[src/rtl/liv_pkg.sv]
// liv_pkg: shared types and constants for the ipv4 lease validator
// holds verdict codes, config register indexes and address range limits
// no dependencies
package liv_pkg;

    typedef enum logic [1:0] {
        VERDICT_VALID    = 2'd0,
        VERDICT_MASK     = 2'd1,
        VERDICT_GATEWAY  = 2'd2,
        VERDICT_CONFLICT = 2'd3
    } verdict_t;

    // config register indexes
    localparam logic CfgLanAddress = 1'b0;
    localparam logic CfgLanNetmask = 1'b1;

    localparam logic [31:0] LanAddressReset = 32'hc0a8_0101;
    localparam logic [31:0] LanNetmaskReset = 32'hffff_ff00;

    // shared address space and link-local ranges
    localparam logic [31:0] CgnatLow  = 32'h6440_0000;
    localparam logic [31:0] CgnatHigh = 32'h647f_ffff;
    localparam logic [31:0] LinklLow  = 32'ha9fe_0000;
    localparam logic [31:0] LinklHigh = 32'ha9fe_ffff;

    localparam logic [7:0]  ClassDOct = 8'd224;
    localparam logic [7:0]  LoopOct   = 8'd127;
    localparam logic [31:0] MinHosts  = 32'd3;

    typedef struct packed {
        logic       ok;
        logic [5:0] prefix;
    } mask_info_t;

endpackage

[src/rtl/liv_mask_check.sv]
// liv_mask_check: subnet mask shape check and prefix length count
// depends on liv_pkg
module liv_mask_check
(
    input  logic [31:0]         mask,
    output liv_pkg::mask_info_t info
);

    logic [31:0] host;
    logic [31:0] host_inc;
    logic        contiguous;
    logic [2:0]  nib_cnt [8];
    logic [3:0]  sum_l1 [4];
    logic [4:0]  sum_l2 [2];
    logic [5:0]  ones;

    always_comb
    begin
        host       = ~mask;
        host_inc   = host + 32'd1;
        contiguous = ((host & host_inc) == 32'd0);
    end

    // popcount of the mask, equal to the prefix once it is contiguous
    always_comb
    begin
        for (int i = 0; i < 8; i++)
        begin
            nib_cnt[i] = {2'b00, mask[4*i]} + {2'b00, mask[4*i+1]}
                       + {2'b00, mask[4*i+2]} + {2'b00, mask[4*i+3]};
        end
        for (int i = 0; i < 4; i++)
        begin
            sum_l1[i] = {1'b0, nib_cnt[2*i]} + {1'b0, nib_cnt[2*i+1]};
        end
        for (int i = 0; i < 2; i++)
        begin
            sum_l2[i] = {1'b0, sum_l1[2*i]} + {1'b0, sum_l1[2*i+1]};
        end
        ones = {1'b0, sum_l2[0]} + {1'b0, sum_l2[1]};
    end

    always_comb
    begin
        info.ok     = contiguous && (mask != 32'd0) && (host >= liv_pkg::MinHosts);
        info.prefix = ones;
    end

endmodule

[src/rtl/liv_lease_eval.sv]
// liv_lease_eval: gateway, host part and subnet overlap checks, verdict select
// depends on liv_pkg and liv_mask_check
module liv_lease_eval
(
    input  logic [31:0]       lease_address,
    input  logic [31:0]       lease_netmask,
    input  logic [31:0]       gateway_address,
    input  logic [31:0]       lan_address,
    input  logic [31:0]       lan_netmask,
    output liv_pkg::verdict_t verdict,
    output logic [5:0]        prefix_length
);

    liv_pkg::mask_info_t mask_info;

    logic [31:0] host;
    logic [31:0] ip_host;
    logic [31:0] gw_host;
    logic [7:0]  ip_oct;
    logic [7:0]  gw_oct;
    logic        gw_bad;
    logic [31:0] lo;
    logic [31:0] hi;
    logic [31:0] lan_lo;
    logic [31:0] lan_hi;
    logic        conflict;

    liv_mask_check u_mask
    (
        .mask (lease_netmask),
        .info (mask_info)
    );

    always_comb
    begin
        host    = ~lease_netmask;
        ip_host = lease_address & host;
        gw_host = gateway_address & host;
        ip_oct  = lease_address[31:24];
        gw_oct  = gateway_address[31:24];

        gw_bad = ((lease_address & lease_netmask) != (gateway_address & lease_netmask))
              || (lease_address == gateway_address)
              || (ip_host == 32'd0) || (ip_host == host)
              || (gw_host == 32'd0) || (gw_host == host)
              || (ip_oct inside {8'd0, liv_pkg::LoopOct, [liv_pkg::ClassDOct:8'hff]})
              || (gw_oct inside {8'd0, liv_pkg::LoopOct, [liv_pkg::ClassDOct:8'hff]});

        lo     = lease_address & lease_netmask;
        hi     = lo | host;
        lan_lo = lan_address & lan_netmask;
        lan_hi = lan_lo | ~lan_netmask;

        conflict = ((lo <= lan_hi) && (hi >= lan_lo))
                || ((lo <= liv_pkg::CgnatHigh) && (hi >= liv_pkg::CgnatLow))
                || ((lo <= liv_pkg::LinklHigh) && (hi >= liv_pkg::LinklLow));

        prefix_length = 6'd0;
        if (!mask_info.ok)
        begin
            verdict = liv_pkg::VERDICT_MASK;
        end
        else if (gw_bad)
        begin
            verdict = liv_pkg::VERDICT_GATEWAY;
        end
        else if (conflict)
        begin
            verdict = liv_pkg::VERDICT_CONFLICT;
        end
        else
        begin
            verdict       = liv_pkg::VERDICT_VALID;
            prefix_length = mask_info.prefix;
        end
    end

endmodule

[src/rtl/ipv4_lease_validator.sv]
// ipv4_lease_validator: top level, input and result registers plus lan config
// depends on liv_pkg and liv_lease_eval
//
// usage
//   - a lease transfer is taken at a rising edge with start high and busy low;
//     busy is held low, so a lease can be offered in every cycle
//   - the lease fields are captured in an input register; the checks run in
//     one combinational pass through liv_lease_eval (mask shape, gateway and
//     host part checks, overlap against the lan, shared and link-local
//     ranges) and land in a result register
//   - path: the lease passes the input register, then the result register,
//     whose loading raises done together with verdict and prefix_length; throughput one
//     lease a cycle, set by the single registered evaluation stage
//   - results are not held: the receiver takes each one in its done cycle and
//     cannot stall the block
//   - configuration: cfg_write with cfg_index 0 writes lan_address, index 1
//     writes lan_netmask; writes take effect at the next edge; the user must keep
//     the block idle for them, which the block itself does not enforce
//   - reset (rst_n low, asynchronous) drops any lease in flight, clears done
//     and restores the lan address 192.168.1.1 with mask 255.255.255.0
module ipv4_lease_validator
(
    input  logic        clk,
    input  logic        rst_n,
    input  logic        start,
    output logic        busy,
    input  logic [31:0] lease_address,
    input  logic [31:0] lease_netmask,
    input  logic [31:0] gateway_address,
    input  logic        cfg_write,
    input  logic        cfg_index,
    input  logic [31:0] cfg_wdata,
    output logic        done,
    output logic [1:0]  verdict,
    output logic [5:0]  prefix_length
);

    // lan configuration
    logic [31:0] lan_address_reg;
    logic [31:0] lan_netmask_reg;

    // input register stage
    logic        in_valid_reg;
    logic [31:0] address_reg;
    logic [31:0] netmask_reg;
    logic [31:0] gateway_reg;

    // evaluation result
    liv_pkg::verdict_t verdict_next;
    logic [5:0]        prefix_next;

    // result register stage
    logic        done_reg;
    logic [1:0]  verdict_reg;
    logic [5:0]  prefix_reg;

    // never stalls: every start is a transfer
    assign busy = 1'b0;

    // config writes
    always_ff @(posedge clk or negedge rst_n)
    begin
        if (!rst_n)
        begin
            lan_address_reg <= liv_pkg::LanAddressReset;
            lan_netmask_reg <= liv_pkg::LanNetmaskReset;
        end
        else if (cfg_write)
        begin
            case (cfg_index)
                liv_pkg::CfgLanAddress: lan_address_reg <= cfg_wdata;
                liv_pkg::CfgLanNetmask: lan_netmask_reg <= cfg_wdata;
                default:                lan_address_reg <= lan_address_reg;
            endcase
        end
    end

    // capture the lease on a transfer
    always_ff @(posedge clk or negedge rst_n)
    begin
        if (!rst_n)
        begin
            in_valid_reg <= 1'b0;
        end
        else
        begin
            in_valid_reg <= start && !busy;
        end
    end

    always_ff @(posedge clk)
    begin
        if (start && !busy)
        begin
            address_reg <= lease_address;
            netmask_reg <= lease_netmask;
            gateway_reg <= gateway_address;
        end
    end

    liv_lease_eval u_eval
    (
        .lease_address   (address_reg),
        .lease_netmask   (netmask_reg),
        .gateway_address (gateway_reg),
        .lan_address     (lan_address_reg),
        .lan_netmask     (lan_netmask_reg),
        .verdict         (verdict_next),
        .prefix_length   (prefix_next)
    );

    // result register, one-cycle strobe
    always_ff @(posedge clk or negedge rst_n)
    begin
        if (!rst_n)
        begin
            done_reg <= 1'b0;
        end
        else
        begin
            done_reg <= in_valid_reg;
        end
    end

    always_ff @(posedge clk)
    begin
        if (in_valid_reg)
        begin
            verdict_reg <= verdict_next;
            prefix_reg  <= prefix_next;
        end
    end

    assign done          = done_reg;
    assign verdict       = verdict_reg;
    assign prefix_length = prefix_reg;

endmodule

[config.mk]
export PLATFORM = sky130hd
export DESIGN_NAME = ipv4_lease_validator
export DESIGN_NICKNAME = d
export VERILOG_FILES = /design/src/rtl/liv_pkg.sv /design/src/rtl/liv_mask_check.sv /design/src/rtl/liv_lease_eval.sv /design/src/rtl/ipv4_lease_validator.sv
export SDC_FILE = /design/constraint.sdc
export NUM_CORES = 1
export LEC_CHECK = 0
export BUFFER_PORTS_ARGS = -buffer_cell sky130_fd_sc_hd__buf_2
export CAP_MARGIN = 20
export CORE_MARGIN = 10
export CORE_UTILIZATION = 45
export CTS_BUF_LIST = sky130_fd_sc_hd__clkbuf_8 sky130_fd_sc_hd__clkbuf_16
export DETAILED_ROUTE_END_ITERATION = 7
export GPL_TIMING_DRIVEN = 0
export PLACE_DENSITY = 0.73
export SLEW_MARGIN = 40
export SYNTH_ARGS = -nofsm -noshare
export SYNTH_HDL_FRONTEND = slang
export SYNTH_SLANG_ARGS = --single-unit
[constraint.sdc]
create_clock -name clk -period 6 [get_ports clk]
set_clock_uncertainty 0.05 [all_clocks]
set_input_delay 0.3 -clock clk [delete_from_list [all_inputs] [get_ports clk]]
set_output_delay 0.3 -clock clk [all_outputs]
set_load 0.05 [all_outputs]
* Word-level counts from Yosys, hierarchy flattened
Cells that the tools add are included.
** Word-level totals
- Bits in latches :: 0
- Register bits after elaboration :: 170
- Memories kept :: 0
- Logic and storage cells :: 99
- Memory bits (read-only) :: 0
- RAM bits :: 0
** Operators by class
- Reductions and logical operators :: 27
- Add/sub/neg operators :: 32
- Multipliers :: 0
- Equal/unequal tests :: 6
- Bitwise gates (word level) :: 12
- Magnitude comparators :: 11
- Div/mod/pow operators :: 0
- Shift operators :: 0
- Muxes and demuxes :: 2
** Operators by type and width (number)
- 32-bit bitwise AND :: 6
- 32-bit == test :: 3
- 32-bit zero test :: 3
- 32-bit inverter :: 2
- 32-bit bitwise OR :: 2
- 32-bit by 1-bit adder with 32-bit output (second input constant) :: 1
- 32-bit by 2-bit >= comparator with 1-bit output (second input constant) :: 1
- 32-bit by 31-bit >= comparator with 1-bit output (second input constant) :: 1
- 32-bit >= comparator :: 1
- 32-bit >= comparator (second input constant) :: 1
- 32-bit by 31-bit less-or-equal comparator with 1-bit output (second input constant) :: 1
- 32-bit less-or-equal comparator :: 1
- 32-bit less-or-equal comparator (second input constant) :: 1
- 32-bit inequality test :: 1
- 32-bit nonzero test :: 1
- 2-bit by 1-bit adder with 3-bit output :: 8
- 3-bit by 1-bit adder with 3-bit output :: 8
- 1-bit by 1-bit adder with 2-bit output :: 8
- 3-bit by 3-bit adder with 4-bit output :: 4
- 8-bit by 7-bit == test with 1-bit output (second input constant) :: 2
- 8-bit >= comparator (second input constant) :: 2
- 8-bit less-or-equal comparator (second input constant) :: 2
- 8-bit zero test :: 2
- 4-bit by 4-bit adder with 5-bit output :: 2
- other kinds (8) :: 26

* Depth between registers and ports, before layout
Gate-level depths: netlist of run 1.
- Word-level depth :: 10
- Depth in mapped cells :: 19
- Mapped depth without buffers :: 18

* Hierarchy
From an unflattened synthesis of run 1, not the netlist that was laid out.
** Second synthesis, totals
- Cells, all modules :: 1025
- Area, all modules :: 10861.7 µm²
** By module, submodules not included
- ipv4_lease_validator :: cells each 245, sequential area each 4813.4 µm², area an instance 5649.2 µm², times used 1
- liv_lease_eval :: cells each 615, sequential area each 0.0 µm², area an instance 3873.7 µm², times used 1
- liv_mask_check :: cells each 165, sequential area each 0.0 µm², area an instance 1338.8 µm², times used 1

* Worst setup path after synthesis of run 1
No wires, ideal clock.
- Path kind :: register to register
- Start :: register netmask_reg[0]
- End :: register prefix_reg[5], in the netlist prefix_length[5] (data pin)
- Arrival time :: 4855 ps
- Required time :: 5691 ps
- Cell stages (with the launch flop) :: 18
- Setup time :: 259 ps
- Path buffers :: 1
- Path slack :: 836 ps
- Cell sequence :: edfxtp_1 > clkbuf_1 > inv_1 > fa_1 > inv_1 > fa_1 > fa_1 > fa_1 > fa_1 > inv_1 > fa_1 > inv_1 > ha_1 > a21o_1 > a21oi_1 > and2b_1 > o21ai_0 > nor3_1
** Between the ends
- Cells in the longest elaborated chain, start to end :: 10
- Elaborated cells between the ends (all ways) :: 44
** Ends and longest elaborated chain
- start, declared :: line ipv4_lease_validator.sv:45 : logic [31:0] netmask_reg;
- start signal, assigned :: line ipv4_lease_validator.sv:96 : netmask_reg <= lease_netmask;
- branches (longest 10 deep; another with 5-bit by 5-bit adder with 6-bit output)
- end signal, assigned :: line ipv4_lease_validator.sv:130 : prefix_reg <= prefix_next;
- end, declared :: line ipv4_lease_validator.sv:55 : logic [5:0] prefix_reg;
Parallel ways; which one is timed is not known.
A chain may end at the register's enable or synchronous reset.

* Final worst setup path of run 1
- Start :: register netmask_reg[1]
- End :: register prefix_reg[5], in the netlist prefix_length[5] (data pin)
Same word-level chain as after synthesis.

==> run_results.csv, run 1 <==
group,metric,value,unit
global_route,overflow,0,
die,initial_utilization,45.3,%
sta,period_share,96.2,%
sta,finalSetupViolations,0,
routing,wl_met1,15800,µm
logic_synthesis,synth_top_cells_by_area,"edfxtp_1 30%, ha_1 8.6%, dfrtp_1 8.3%",
sta,slew_viol_final,0,
setup_path,ff2ff_setup_slack,0.23,ns
clock_network,post_cts.repair.setup_buffers,0,
hold_path,min_path_cells,2,
logic_synthesis,synth_area,10600,µm²
setup_path,required,6.15,ns
layout,multiInputGateArea,5310,µm²
global_route,grt_max_degree,70,
routing,antenna_left,0,
setup_path,reg2reg_depth,16,
logic_synthesis,ys_seq_area_share,45.5,%
layout,nFillCells,1983,
logic_synthesis,synth_nets,1168,
sta,grt_setup_unrepaired,"no",
setup_path,critPathLaunchType,"flop",
logic_synthesis,avgSynthCellArea,11.3,µm²
placement,hpwlAfterDp,27800,µm
routing,drt_iter0_drc,892,
sta,tightest_slew,0.917,ns
sta,relSlewSlack,38.8,%
sta,finalSetupTns,0,ns
die,die_area,30000,µm²
setup_path,worstPathMaxFanout,9,
routing,via_count,8975,
sta,fmaxAchievable,173,MHz
setup_path,r2r-start,"netmask_reg[1]$_DFFE_PP_",
logic_synthesis,synth_flop_cell,"edfxtp_1",
hold_path,worstHoldPathType,"input pin to flop",
layout,drive_above_1_share,24.5,%
logic_synthesis,synth_top_area_share,29.5,%
logic_synthesis,yosysWarnings,0,
routing,via_per_inst,5.89,
clock_network,cts-htree-levels,4,
hold_path,hold_path_end,"lan_netmask_reg[6]$_DFFE_PN0P_",
global_route,antenna_found_initial,0,
routing,met3_length,3190,µm
hold_path,hold_start,"cfg_wdata[6]",
logic_synthesis,synth_most_common_cell,"edfxtp_1",
layout,area.growth.synth_to_final,25.7,%
logic_synthesis,yosysTopAreaCell,"edfxtp_1",
die,die_h,173,µm
sta,finalHoldViolCount,0,
power,power.leakage,0.00552,µW
clock_network,cts_root_buf,"clkbuf_16",
placement,routabilityCongestion,1.02,
status,violations,"design-rule violations",
logic_synthesis,async_flop_share,38.8,%
clock_network,cts_tree,"yes",
sta,fin_ws,0.226,ns
logic_synthesis,synth.distinct_cells,62,
routing,dr.pass1.iters,8,
run,maxCapViolCount,0,
routing,wl_per_cell,25.0,µm
placement,portBuffers,141,
logic_synthesis,synth_edf_count,104,
setup_path,r2r_end,"prefix_length[5]$_SDFFCE_PP0P_",
layout,num_antenna_cells,0,
die,fp.dieW,173,µm
die,core_area,23300,µm²
placement,dpl_worst_slack,0.0430,ns
global_route,grt_first_pass_wirelength,57400,µm
logic_synthesis,synth.ff_latch_count,170,
sta,layout_min_cycle_time,5.77,ns
die,boundaryPins,143,
clock_network,cts_buffers,17,
layout,regArea,4810,µm²
routing,routed_wl,38100,µm
clock_network,numClockSinks,170,
setup_path,path_class,"flop to flop",
die,rows,56,
clock_network,clkTransAtPathRegs,0.08,ns
global_route,grt_pass1_vias,9429,
logic_synthesis,synthTopCellsByCount,"104 x edfxtp_1, 73 x ha_1, 64 x mux2_2",
logic_synthesis,syn_inst,938,
power,ir_worst_vdd,0.406,mV
clock_network,clk-insertion-delay-late,0.45,ns
routing,drc,1,
clock_network,clockBufferDepth,2,
status,status,"complete, but fails checks",
routing,route.met2.wl,17500,µm
setup_path,endpoint_kind,"flop",
routing,top_layer_used,"met4",
setup_path,critPathLaunch,"netmask_reg[1]$_DFFE_PP_",
power,p_per_area,315,nW/µm²
setup_path,critPathArrivalTime,5.92,ns
global_route,grt_use_total,24.9,%
layout,nets,1424,
[how the worst max path moves through the flow]
stage	to	slack, ns	cells past startpoint
2_1_floorplan	prefix_length[5]$_SDFFCE_PP0P_	0.84	17
3_3_place_gp	prefix_length[5]$_SDFFCE_PP0P_	0.08	17
3_5_place_dp	prefix_length[5]$_SDFFCE_PP0P_	0.04	17
4_1_cts	prefix_length[5]$_SDFFCE_PP0P_	0.02	17
5_1_grt	prefix_length[5]$_SDFFCE_PP0P_	0.07	16
6_report	prefix_length[5]$_SDFFCE_PP0P_	0.23	16
[report_power, final]
| part | internal (µW) | switching (µW) |
|---|---|---|
| Clock | 590 | 521 |
| Sequential | 1400 | 153 |
| Combinational | 710 | 816 |
| Total | 2700 | 1490 |
[per-stage QoR]
stage / util (%) / std cells / hold WS, ns / total power (µW) / cell area [µm²]
finish: 57.0 / 1525 / 0.0460 / 4190 / 13300
CTS: 57.0 / 1529 / 0.0423 / 4200 / 13300
global route: 57.0 / 1525 / 0.0498 / 4470 / 13300
floorplan: - / 938 / -0.0456 / 2600 / 10600
global placement: 50.1 / 1398 / 0.426 / 2980 / 11700
detailed placement: 50.4 / 1401 / 0.166 / 3030 / 11800
[metal layers]
layer | vias to the layer above | global-route usage, %
li1 | 4012 | -
met1 | 4356 | 31.9
met2 | 496 | 39.7
met3 | 111 | 5.47
met4 | 0 | 11.3
met5 | - | 0
[cell usage in the layout (no fill, tap or decap), types with 34 or more instances in the layout]
| cell type | count |
|---|---|
| xor2_1 | 34 |
| dlygate4sd3_1 | 97 |
| nand4_1 | 35 |
| inv_1 | 60 |
| nor2b_1 | 38 |
| mux2_2 | 64 |
| edfxtp_1 | 104 |
| ha_1 | 73 |
| buf_2 | 140 |
| nor4_1 | 34 |
| o22ai_1 | 34 |
| a21oi_1 | 37 |
| dfrtp_1 | 35 |
| nand2_1 | 53 |
[logic make-up after synthesis]
kind of cell | share of synthesized area (%)
flip-flops | 45.5
XOR/XNOR | 2.81
adder cells (fa/ha/maj) | 13.2
other | 0.0354
AO/OA/AOI/OAI | 11.1
buffers and inverters | 4.36
multiplexers | 6.81
AND/OR/NAND/NOR | 16.2
[worst max-delay path, stage by stage, from the launching register on]
cell and delay (ns):
edfxtp_1 0.75, inv_1 0.35, fa_1 0.59, inv_1 0.05, fa_1 0.41, fa_1 0.51, fa_1 0.52, fa_1 0.54
inv_1 0.05, fa_1 0.58, inv_1 0.06, ha_1 0.28, a21o_1 0.15, a21oi_1 0.19, and2b_1 0.22, o21ai_0 0.15
nor3_1 0.06
[layout make-up]
type / instances / area share (%)
clock buffers: 17 / 3.20
flip-flops and latches: 170 / 36.2
repair buffers: 241 / 13.1
well taps: 319 / 3.00
multi-input cells: 666 / 40.0
clock inverters: 14 / 1.20
inverters: 60 / 1.69
plain buffers: 38 / 1.68
[what timing repair did]
item | 4_1_cts | 5_1_grt
hold buffers | 97 | 0
hold endpoints to repair | 118 | 0
gates resized for setup | 0 | 2
setup endpoints to repair | 0 | 3
Power figures use the tool's default switching activity.
==> run 2, diff against run 1 <==
--- a/config.mk
+++ b/config.mk
@@ -5,15 +5,17 @@
 export SDC_FILE = /design/constraint.sdc
 export NUM_CORES = 1
 export LEC_CHECK = 0
-export BUFFER_PORTS_ARGS = -buffer_cell sky130_fd_sc_hd__buf_2
 export CAP_MARGIN = 20
+export CORE_ASPECT_RATIO = 0.9
 export CORE_MARGIN = 10
 export CORE_UTILIZATION = 45
 export CTS_BUF_LIST = sky130_fd_sc_hd__clkbuf_8 sky130_fd_sc_hd__clkbuf_16
 export DETAILED_ROUTE_END_ITERATION = 7
+export DONT_BUFFER_PORTS = 1
 export GPL_TIMING_DRIVEN = 0
-export PLACE_DENSITY = 0.73
+export PLACE_DENSITY = 0.68
 export SLEW_MARGIN = 40
 export SYNTH_ARGS = -nofsm -noshare
 export SYNTH_HDL_FRONTEND = slang
+export SYNTH_HIERARCHICAL = 1
 export SYNTH_SLANG_ARGS = --single-unit
==> run_results.csv, run 2 <==
group,metric,value,unit
status,status,"complete, no violations",
power,p_per_area,316,nW/µm²
logic_synthesis,avgSynthCellArea,10.6,µm²
logic_synthesis,synth_flop_cell,"edfxtp_1",
setup_path,critPathArrivalTime,5.73,ns
sta,grt_setup_unrepaired,"no",
clock_network,cts_root_buf,"clkbuf_16",
die,boundaryPins,143,
clock_network,cts-resized-gates,0,
placement,hpwlAfterDp,26600,µm
global_route,overflow,0,
global_route,grt_pass1_vias,9153,
die,rows,53,
layout,fin_cells,1491,
setup_path,endpoint_kind,"flop",
logic_synthesis,synth.distinct_cells,68,
sta,fmaxAchievable,180,MHz
layout,nets,1405,
layout,regArea,4810,µm²
logic_synthesis,synth_area,10900,µm²
die,initial_utilization,46.1,%
sta,period_share,92.7,%
logic_synthesis,synthTopCellsByCount,"121 x inv_1, 104 x edfxtp_1, 103 x nand2_1",
run,maxCapViolCount,0,
die,fp.dieW,184,µm
logic_synthesis,synth_edf_count,104,
global_route,grt_first_pass_wirelength,54700,µm
routing,wl_per_cell,24.5,µm
placement,routabilityCongestion,1.00,
clock_network,cts_buffers,17,
setup_path,critPathLaunchType,"flop",
routing,drt_iter0_drc,1014,
power,ir_worst_vdd,0.268,mV
setup_path,cp_slowest_cell,"edfxtp_1",
setup_path,cpMostUsedCell,"fa_1",
sta,slew_viol_final,0,
placement,placed_cells,1328,
logic_synthesis,async_flop_share,38.8,%
clock_network,numClockSinks,170,
clock_network,clockBufferDepth,2,
layout,drive_above_1_share,13.0,%
die,core_area,23500,µm²
sta,layout_min_cycle_time,5.56,ns
setup_path,path_cells,"inv_1 -> fa_1 -> fa_1 -> inv_1 -> fa_1 -> fa_1 -> fa_1 -> inv_1 -> fa_1 -> inv_1 -> ha_1 -> a21o_1 -> a21oi_1 -> xnor2_1 -> nand2_1 -> nor4_1",
layout,final_cell_mix,"129 x dlygate4sd3_1, 124 x inv_1, 104 x edfxtp_1",
logic_synthesis,synth_nets,1254,
sta,finalHoldViolCount,0,
sta,relSlewSlack,46.1,%
routing,dr.pass1.iters,5,
layout,num_antenna_cells,0,
die,die_h,167,µm
hold_path,worstHoldPathType,"input pin to flop",
sta,finalSetupTns,0,ns
placement,dpl_worst_slack,0.460,ns
global_route,antenna_found_initial,0,
clock_network,cts_tree,"yes",
logic_synthesis,yosysTopAreaCell,"edfxtp_1",
sta,tightest_slew,0.802,ns
layout,area.growth.synth_to_final,20.8,%
logic_synthesis,ys_seq_area_share,44.3,%
global_route,grt_max_degree,98,
placement,portBuffers,0,
routing,via_per_inst,6.04,
routing,antenna_left,0,
layout,nFillCells,2017,
setup_path,worstPathMaxFanout,12,
routing,routed_wl,36600,µm
setup_path,required,6.17,ns
layout,multiInputGateArea,5450,µm²
logic_synthesis,synth_top_area_share,28.8,%
logic_synthesis,synth.ff_latch_count,170,
die,die_area,30800,µm²
sta,finalSetupViolations,0,
routing,drc,0,
layout,final_core_util,55.7,%
logic_synthesis,synth_top_cells_by_area,"edfxtp_1 29%, ha_1 8.3%, dfrtp_1 8.1%",
clock_network,cts-htree-levels,4,
sta,holdWs,0.176,ns
sta,fin_ws,0.440,ns
logic_synthesis,yosysWarnings,6,
power,power.leakage,0.00542,µW
clock_network,clkTransAtPathRegs,0.07,ns
layout,mostFrequentLayoutCell,"dlygate4sd3_1",
setup_path,path_class,"flop to flop",
clock_network,clk-insertion-delay-late,0.43,ns
logic_synthesis,synth_most_common_cell,"inv_1",
routing,via_count,9011,
logic_synthesis,syn_inst,1025,
setup_path,slowest_delay,0.76,ns
global_route,grt_use_total,23.3,%
[run 2: worst max-delay path: cells and delay by family, from the launching register on]
family                     cells  cell delay, ns
AOI/OAI and AO/OA              2            0.39
xor gates and xnor gates       1            0.14
adders and majority gates      7            3.33
buffers and inverters          4            0.38
DFF                            1            0.76
and+or+nand+nor                2            0.30
[run 2: cell families (layout without fill, tap and decap cells)]
group	Yosys count	count (layout)	synth area share, %
xor+xnor	36	36	2.90
compound gates	167	167	10.0
buf+inv	147	311	5.53
simple gates	344	344	17.6
mux	64	64	6.91
fa+ha+maj	96	96	12.7
other cells	1	1	0.0345
flops	170	170	44.3
[run 2: routing by layer]
| layer | routed length, µm | global-route usage, % |
|---|---|---|
| met2 | 17100 | 37.6 |
| met5 | 0 | 0 |
| met3 | 2880 | 4.82 |
| met4 | 1270 | 8.94 |
| met1 | 15300 | 30.1 |
[run 2: stage by stage]
step	area (µm²)	total power [µW]
after CTS	13100	4150
after global placement	11200	3000
after detailed placement	11200	3020
after floorplan	10900	2670
after global routing	13100	4430
final	13100	4150
[run 2: repair_timing]
item / in CTS / in global routing
hold endpoints to repair: 323 / 0
buffers inserted: 0 / 0
hold buffers: 131 / 0
[run 2: path summary, 6_finish.rpt]
| path | slack, ns | endpoint | startpoint | cells after the start |
|---|---|---|---|---|
| setup / recovery | 0.44 | prefix_length[3]$_DFFE_PP_ | netmask_reg[0]$_DFFE_PP_ | 16 |
| hold reg to reg | 0.47 | lan_netmask_reg[5]$_DFFE_PN0P_ | lan_netmask_reg[5]$_DFFE_PN0P_ | 1 |
| hold / removal | 0.18 | in_valid_reg$_DFF_PN0_ | start | 1 |
| setup reg to reg | 0.44 | prefix_length[3]$_DFFE_PP_ | netmask_reg[0]$_DFFE_PP_ | 16 |
| min in group asynchronous | 0.35 | lan_address_reg[9]$_DFFE_PN0P_ | rst_n | 2 |
| max in group asynchronous | 5.22 | lan_netmask_reg[25]$_DFFE_PN1P_ | rst_n | 2 |
[run 2: layout make-up]
class,instances,area share [%]
plain buffers,25,1.09
clock buffers,17,3.24
clock inverters,15,0.763
inverters,122,3.49
multi-input cells,708,41.5
flip-flops and latches,170,36.7
well taps,302,2.88
repair buffers,132,10.3
[run 2: power breakdown]
group / internal, µW / switching [µW] / total, µW
clock network: 530 / 485 / 1010
logic: 738 / 795 / 1530
registers: 1400 / 201 / 1600
==> run 3, diff against run 2 <==
--- a/config.mk
+++ b/config.mk
@@ -5,6 +5,7 @@
 export SDC_FILE = /design/constraint.sdc
 export NUM_CORES = 1
 export LEC_CHECK = 0
+export ABC_AREA = 1
 export CAP_MARGIN = 20
 export CORE_ASPECT_RATIO = 0.9
 export CORE_MARGIN = 10
==> run_results.csv, run 3 <==
group,metric,value,unit
logic_synthesis,synth_top_area_share,26.8,%
sta,finalSetupViolations,0,
die,boundaryPins,143,
logic_synthesis,syn_inst,1482,
global_route,grt_use_total,22.1,%
sta,tightest_slew,0.700,ns
sta,layout_min_cycle_time,5.38,ns
routing,drt_iter0_drc,848,
setup_path,worstPathMaxFanout,9,
layout,final_cell_mix,"449 x nand2_1, 217 x inv_1, 186 x nor2_1",
die,die_h,173,µm
routing,antenna_left,0,
logic_synthesis,synth_top_cells_by_area,"edfxtp_1 27%, nand2_1 14%, ha_1 7.7%",
logic_synthesis,synth_nets,1711,
routing,via_per_inst,5.26,
placement,hpwlAfterDp,26900,µm
layout,mostFrequentLayoutCell,"nand2_1",
setup_path,endpoint_kind,"flop",
logic_synthesis,synth_area,11700,µm²
logic_synthesis,synthTopCellsByCount,"449 x nand2_1, 217 x inv_1, 186 x nor2_1",
routing,dr.pass1.iters,5,
logic_synthesis,avgSynthCellArea,7.87,µm²
sta,relSlewSlack,52.9,%
layout,num_antenna_cells,0,
layout,nFillCells,2419,
global_route,grt_pass1_vias,10318,
die,rows,55,
setup_path,required,6.14,ns
placement,routabilityCongestion,0.944,
sta,fmaxAchievable,186,MHz
die,die_area,32800,µm²
routing,drc,0,
hold_path,worstHoldPathType,"input pin to flop",
sta,grt_setup_unrepaired,"no",
layout,area.growth.synth_to_final,20.3,%
clock_network,post_cts.repair.setup_buffers,0,
global_route,grt_max_degree,98,
logic_synthesis,synth_flop_cell,"edfxtp_1",
logic_synthesis,async_flop_share,38.8,%
layout,drive_above_1_share,6.92,%
logic_synthesis,synth.distinct_cells,46,
clock_network,cts_root_buf,"clkbuf_16",
setup_path,critPathArrivalTime,5.52,ns
clock_network,clockBufferDepth,2,
logic_synthesis,synth_most_common_cell,"nand2_1",
sta,holdWs,0.0671,ns
setup_path,path_buf_inv,4,
logic_synthesis,synth.ff_latch_count,170,
logic_synthesis,yosysWarnings,6,
routing,routed_wl,36500,µm
sta,period_share,89.7,%
logic_synthesis,synth_edf_count,104,
clock_network,cts_buffers,17,
logic_synthesis,ys_seq_area_share,41.3,%
global_route,antenna_found_initial,0,
run,maxCapViolCount,0,
setup_path,cpLargestDelayFamily,"adder cells",
logic_synthesis,yosysTopAreaCell,"edfxtp_1",
die,core_area,25300,µm²
placement,portBuffers,0,
sta,slew_viol_final,0,
layout,nets,1863,
clock_network,clkTransAtPathRegs,0.07,ns
die,fp.dieW,190,µm
power,power.leakage,0.00661,µW
clock_network,cts_tree,"yes",
clock_network,clk-insertion-delay-late,0.45,ns
setup_path,cpMostUsedCell,"fa_1",
power,ir_worst_vdd,0.366,mV
status,status,"complete, no violations",
sta,finalSetupTns,0,ns
die,initial_utilization,46.0,%
sta,finalHoldViolCount,0,
clock_network,cts-htree-levels,4,
global_route,grt_first_pass_wirelength,56800,µm
power,p_per_area,301,nW/µm²
routing,via_count,10463,
setup_path,path_class,"flop to flop",
routing,wl_per_cell,18.3,µm
setup_path,path_cells,"inv_1 -> fa_1 -> fa_1 -> inv_1 -> fa_1 -> fa_1 -> fa_1 -> inv_1 -> fa_1 -> inv_1 -> ha_1 -> nand2_1 -> nor2_1 -> a211oi_1 -> nor2_1 -> o21a_1 -> nand2_1 -> nor2_1",
setup_path,cp_slowest_cell,"edfxtp_1",
power,finalPower,4230,µW
setup_path,slowest_delay,0.64,ns
setup_path,critPathLaunchType,"flop",
clock_network,numClockSinks,170,
global_route,overflow,0,
run 3: cell types whose count changed in the layout (fill, tap and decap cells not counted), moves of 20 or more:
cell | before | now
and2_1 | 22 | 2
inv_1 | 124 | 217
mux2_2 | 56 | 0
nand2_1 | 103 | 449
nand3_1 | 12 | 98
nor2_1 | 23 | 186
nor2b_1 | 37 | 0
nor4_1 | 40 | 4
o22ai_1 | 65 | 30
run 3: cells by family (layout without fill, tap and decap cells):
| group | count (synthesis) | after routing | synth area share [%] |
|---|---|---|---|
| xor+xnor | 30 | 30 | 2.25 |
| other cells | 1 | 1 | 0.0322 |
| simple gates | 813 | 813 | 29.2 |
| flops | 170 | 170 | 41.3 |
| fa+ha+maj | 96 | 96 | 11.8 |
| compound gates | 128 | 128 | 6.39 |
| buf+inv | 244 | 409 | 9.00 |
run 3: tightest hold or removal path: cells and delay by family:
| family | cells | cell delay, ns |
|---|---|---|
| buffers and inverters | 1 | 0.12 |
| AND/OR/NAND/NOR | 2 | 0.13 |
run 3: cell type report:
type / count / area, µm² / area share (%)
Clock buffer: 19 / 453 / 3.23
Tap cell: 342 / 428 / 3.05
Timing Repair Buffer: 133 / 1370 / 9.74
Multi-Input combinational cell: 1068 / 5800 / 41.3
Buffer: 24 / 224 / 1.60
Clock inverter: 13 / 121 / 0.865
Inverter: 220 / 826 / 5.89
Sequential cell: 170 / 4810 / 34.3
run 3: worst paths after layout:
| kind | to | cells past startpoint | start | slack (ns) |
|---|---|---|---|---|
| min in group asynchronous | lan_address_reg[3]$_DFFE_PN0P_ | 2 | rst_n | 0.37 |
| setup reg to reg | prefix_length[5]$_DFFE_PP_ | 18 | netmask_reg[1]$_DFFE_PP_ | 0.62 |
| hold / removal | lan_netmask_reg[31]$_DFFE_PN1P_ | 3 | cfg_index | 0.07 |
| hold reg to reg | lan_address_reg[8]$_DFFE_PN1P_ | 2 | lan_address_reg[8]$_DFFE_PN1P_ | 0.42 |
| max in group asynchronous | lan_netmask_reg[27]$_DFFE_PN1P_ | 2 | rst_n | 5.19 |
| setup / recovery | prefix_length[5]$_DFFE_PP_ | 18 | netmask_reg[1]$_DFFE_PP_ | 0.62 |
run 3: routing by layer:
layer	part of all wire [%]	vias to the layer above	GRT usage, %
li1	-	5089	-
met1	45	4898	29.5
met2	45	431	34.7
met3	8.4	45	5.71
met4	1.6	0	5.68
met5	0	-	0
run 3: where the power goes:
group / switching (µW) / internal, µW / total [µW]
Combinational: 918 / 657 / 1580
Clock: 520 / 573 / 1090
Sequential: 173 / 1380 / 1560
run 3: repair_timing:
action	in CTS	in global routing
hold endpoints to repair	323	0
hold buffers	133	0
gates resized for setup	0	0
run 3: through the flow:
stage	std cells	instance area (µm²)	worst slack, ns	util [%]
after global placement	1824	12100	0.683	47.7
final	1989	14000	0.620	55.4
after CTS	1989	14000	0.619	55.4
after global routing	1989	14000	0.302	55.4
after floorplan	1482	11700	1.08	-
after detailed placement	1824	12100	0.617	47.7
